--- src/rtl/qmsm_ram.sv ---
// ----------------------------------------------------------------------------
// Generic single-write, single-read RAM
// One write port and one read port with a registered, enabled read.
// ----------------------------------------------------------------------------
`default_nettype none

module qmsm_ram #(
    parameter int WIDTH = 8,
    parameter int DEPTH = 16
) (
    input  wire                                        clk,
    input  wire                                        we,
    input  wire  [((DEPTH > 1) ? $clog2(DEPTH) : 1)-1:0] waddr,
    input  wire  [WIDTH-1:0]                           wdata,
    input  wire                                        re,
    input  wire  [((DEPTH > 1) ? $clog2(DEPTH) : 1)-1:0] raddr,
    output logic [WIDTH-1:0]                           rdata
);

    logic [WIDTH-1:0] mem_reg [DEPTH];
    logic [WIDTH-1:0] rdata_reg;

    always_ff @(posedge clk)
    begin
        if (we)
        begin
            mem_reg[waddr] <= wdata;
        end
        if (re)
        begin
            rdata_reg <= mem_reg[raddr];
        end
    end

    assign rdata = rdata_reg;

endmodule

`default_nettype wire

--- config.mk ---
export PLATFORM = sky130hd
export DESIGN_NAME = qmsm_ram
export DESIGN_NICKNAME = d
export VERILOG_FILES = /design/src/rtl/qmsm_ram.sv
export SDC_FILE = /design/constraint.sdc
export NUM_CORES = 1
export LEC_CHECK = 0
export BUFFER_PORTS_ARGS = -buffer_cell sky130_fd_sc_hd__buf_2
export CAP_MARGIN = 30
export CELL_PAD_IN_SITES_DETAIL_PLACEMENT = 1
export CELL_PAD_IN_SITES_GLOBAL_PLACEMENT = 2
export CORE_UTILIZATION = 48
export CTS_BUF_LIST = sky130_fd_sc_hd__clkbuf_16
export CTS_CLUSTER_SIZE = 20
export DETAILED_ROUTE_END_ITERATION = 8
export PLACE_DENSITY = 0.8
export SKIP_LAST_GASP = 1
export SYNTH_ARGS = -nofsm -noshare
export SYNTH_HDL_FRONTEND = slang
export SYNTH_SLANG_ARGS = --single-unit
--- constraint.sdc ---
create_clock -name clk -period 2.4 [get_ports clk]
set_input_delay 0.24 -clock clk [delete_from_list [all_inputs] [get_ports clk]]
set_output_delay 0.24 -clock clk [all_outputs]
set_load 0.01 [all_outputs]
==> flow_metrics.py <==
metrics = {
    "routing": {
        "vias": 2530,
        "dr.pass1.iters": 7,
        "dr.first_iter.drc_count": 151,
        "viasPerCell": 5.86,
        "wl_met2_microns": 5680,
        "final_antenna_net_count": 0,
        "drt-total-wl_microns": 11300,
        "wl_met3_microns": 471,
        "wl_per_cell_microns": 26.2,
        "top_layer_used": "met4",
        "wl_met1_microns": 5020,
        "drc": 0,
    },
    "placement": {
        "placed_cell_area_sq_um": 5630,
        "port_buffers": 26,
        "dp_hpwl_microns": 7010,
        "place_ws_ns": 0.308,
        "dp.cells": 400,
        "gp_congestion": 0.715,
    },
    "clock_network": {
        "clkSinkCount": 136,
        "cts_tree": "done",
        "clock_latency_ns": 0.41,
        "cts.repair.resized": 0,
        "ctsLongestPathBuffers": 2,
        "cts_buffers": 17,
        "cts_hold_buf": 0,
        "root_buffer": "clkbuf_16",
        "h-tree-depth": 4,
        "path_clk_slew_ns": 0.06,
        "post-cts-setup-buffers": 0,
    },
    "critical_path": {
        "end_kind": "flip-flop",
        "critPathKind": "reg -> reg",
        "worstPathRequired_ns": 2.53,
        "crit_buf_inv": 0,
        "start_kind": "flip-flop",
        "cp_slowest_stage_delay_ns": 0.57,
        "cp.arrival_ns": 1.80,
        "crit_family": "multiplexers",
        "ff2ff_path_depth": 3,
        "r2r_start": "mem_reg[9][4]",
        "crit_chain": "mux4_1 -> a22oi_1 -> nand2_1",
        "cp_slowest_cell": "mux4_1",
        "path_max_fanout": 1,
        "r2r-end": "rdata[4]",
        "r2r_setup_slack_ns": 0.74,
    },
    "synthesis": {
        "yosys-top-cells-count": "136 x edfxtp_1, 18 x mux4_2, 16 x a22oi_1",
        "ys.warnings.count": 0,
        "synth-edff-count": 136,
        "yosysTopAreaCell": "edfxtp_1",
        "synth_nets": 248,
        "syn_area_sq_um": 5230,
        "netlist.area_leader.share": 0.781,
        "ys_seq_area_frac": 0.781,
        "yosys-top-cells-area": "edfxtp_1 78%, mux4_2 7.8%, mux4_1 7.0%",
        "syn_inst": 229,
        "yosysMostFrequentCell": "edfxtp_1",
        "synth.avg_cell_area_sq_um": 22.8,
        "synth-seq-cells": 136,
        "synth_ff_type": "edfxtp_1",
        "synthArstFlopShare": 0,
        "yosysUniqueCellTypes": 18,
    },
    "sta": {
        "setup-violations-final": 0,
        "hold_violations": 0,
        "layout_setup_ws_ns": 0.736,
        "max_freq_mhz": 601,
        "maxSlewViolCount": 0,
        "grt_setup_unrepaired": "no",
        "fin_crit_sh": 0.693,
        "fin_tns_setup_ns": 0,
        "holdWs_ns": 0.186,
        "layout_min_cycle_time_ns": 1.66,
        "slew_headroom": 0.476,
        "skew_ns": 0.00757,
        "tightest_slew_ns": 0.784,
    },
    "hold_path": {
        "hold_depth": 1,
        "min_path_type": "in -> reg",
        "worstHoldStart": "re",
        "holdPathEnd": "rdata[1]",
    },
    "power": {
        "p_per_area_nw_per_um2": 882,
        "vdd_drop_max_v": 0.000526,
        "total_power_mw": 5.47,
        "p_leak_nw": 2.12,
    },
    "floorplan": {
        "die_x_microns": 106,
        "die_h_microns": 106,
        "die_area_sq_um": 11300,
        "io-pin-count": 27,
        "initial_utilization": 0.500,
        "core_sq_um": 10500,
        "std_cell_rows": 37,
    },
    "finish": {
        "antennaDiodeCount": 0,
        "fin_cells": 432,
        "utilization": 0.593,
        "areaGrowthSynthToFinish_pct": 18.7,
        "fillCellCount": 923,
        "largest_reg_flops": 128,
        "drive_gt1_frac": 0.301,
        "design_area_sq_um": 6200,
        "multiInputGateArea_sq_um": 1060,
        "regArea_sq_um": 4080,
        "final_nets": 302,
    },
    "global_routing": {
        "grt_use_total": 0.221,
        "grt_pass1_vias": 2640,
        "grt-ovfl-total": 0,
        "grt_max_degree": 23,
        "grt_pass1_wl_microns": 16900,
        "antenna_found_initial": 0,
    },
    "outcome": {
        "status": "finished, final reports clean",
    },
    "flow_run": {
        "drv_cap": 0,
    },
}
-- worst reg2reg max path: stages (launching register included) --
cell and delay [ns]:
edfxtp_1 0.37, mux4_1 0.57, a22oi_1 0.30, nand2_1 0.15
-- final cells by class --
| class | instances | share of cell area |
|---|---|---|
| Clock buffer | 17 | 0.0686 |
| Timing Repair Buffer | 45 | 0.0520 |
| Tap cell | 136 | 0.0274 |
| Multi-Input combinational cell | 83 | 0.170 |
| Sequential cell | 136 | 0.658 |
| Clock inverter | 15 | 0.0232 |
-- placed cells by master (no fill, tap or decap) --
| cell | instances |
|---|---|
| edfxtp_1 | 136 |
| buf_2 | 26 |
| mux4_2 | 18 |
| clkbuf_16 | 17 |
| a22oi_1 | 16 |
| buf_4 | 15 |
| mux4_1 | 14 |
| nor2_1 | 13 |
| nand2_1 | 9 |
| nor3_1 | 4 |
| clkinv_2 | 4 |
| clkinv_1 | 4 |
| buf_12 | 4 |
| bufinv_16 | 3 |
| inv_1 | 3 |
| nand3b_1 | 2 |
| nand2b_1 | 2 |
| nor2b_1 | 1 |
| and2_1 | 1 |
| and2b_1 | 1 |
| nand3_1 | 1 |
| or3b_2 | 1 |
| clkinvlp_4 | 1 |
-- power breakdown --
part	total [mW]	switching, mW	internal (mW)
registers	2.69	0.0137	2.68
logic	0.268	0.158	0.110
clock network	2.51	0.914	1.60
total	5.47	1.09	4.38
-- kinds of logic (layout without fill, tap and decap cells) --
family | Yosys count | in the layout | synth area share
AO/OA/AOI/OAI | 16 | 16 | 0.0230
buffers and inverters | 10 | 77 | 0.0165
flip-flops | 136 | 136 | 0.781
multiplexers | 32 | 32 | 0.148
AND/OR/NAND/NOR | 35 | 35 | 0.0314
-- how the worst max path moves through the flow --
| stage | from | to | slack (ns) | depth (start not counted) |
|---|---|---|---|---|
| final | mem_reg[9][4] | rdata[4] | 0.74 | 3 |
| after global routing | raddr[0] | rdata[2] | 0.67 | 6 |
| after CTS | raddr[0] | rdata[2] | 0.75 | 6 |
| after detailed placement | raddr[0] | rdata[2] | 0.31 | 6 |
| after global placement | raddr[0] | rdata[2] | 0.34 | 6 |
| after floorplan | waddr[2] | mem_reg[0][0] | 0.67 | 2 |
-- metal layers --
metal	track usage	up-vias
li1	-	1093
met3	0.0497	11
met1	0.307	1352
met4	0.0694	0
met2	0.351	74
met5	0	-
(Power assumes the default switching activity.)
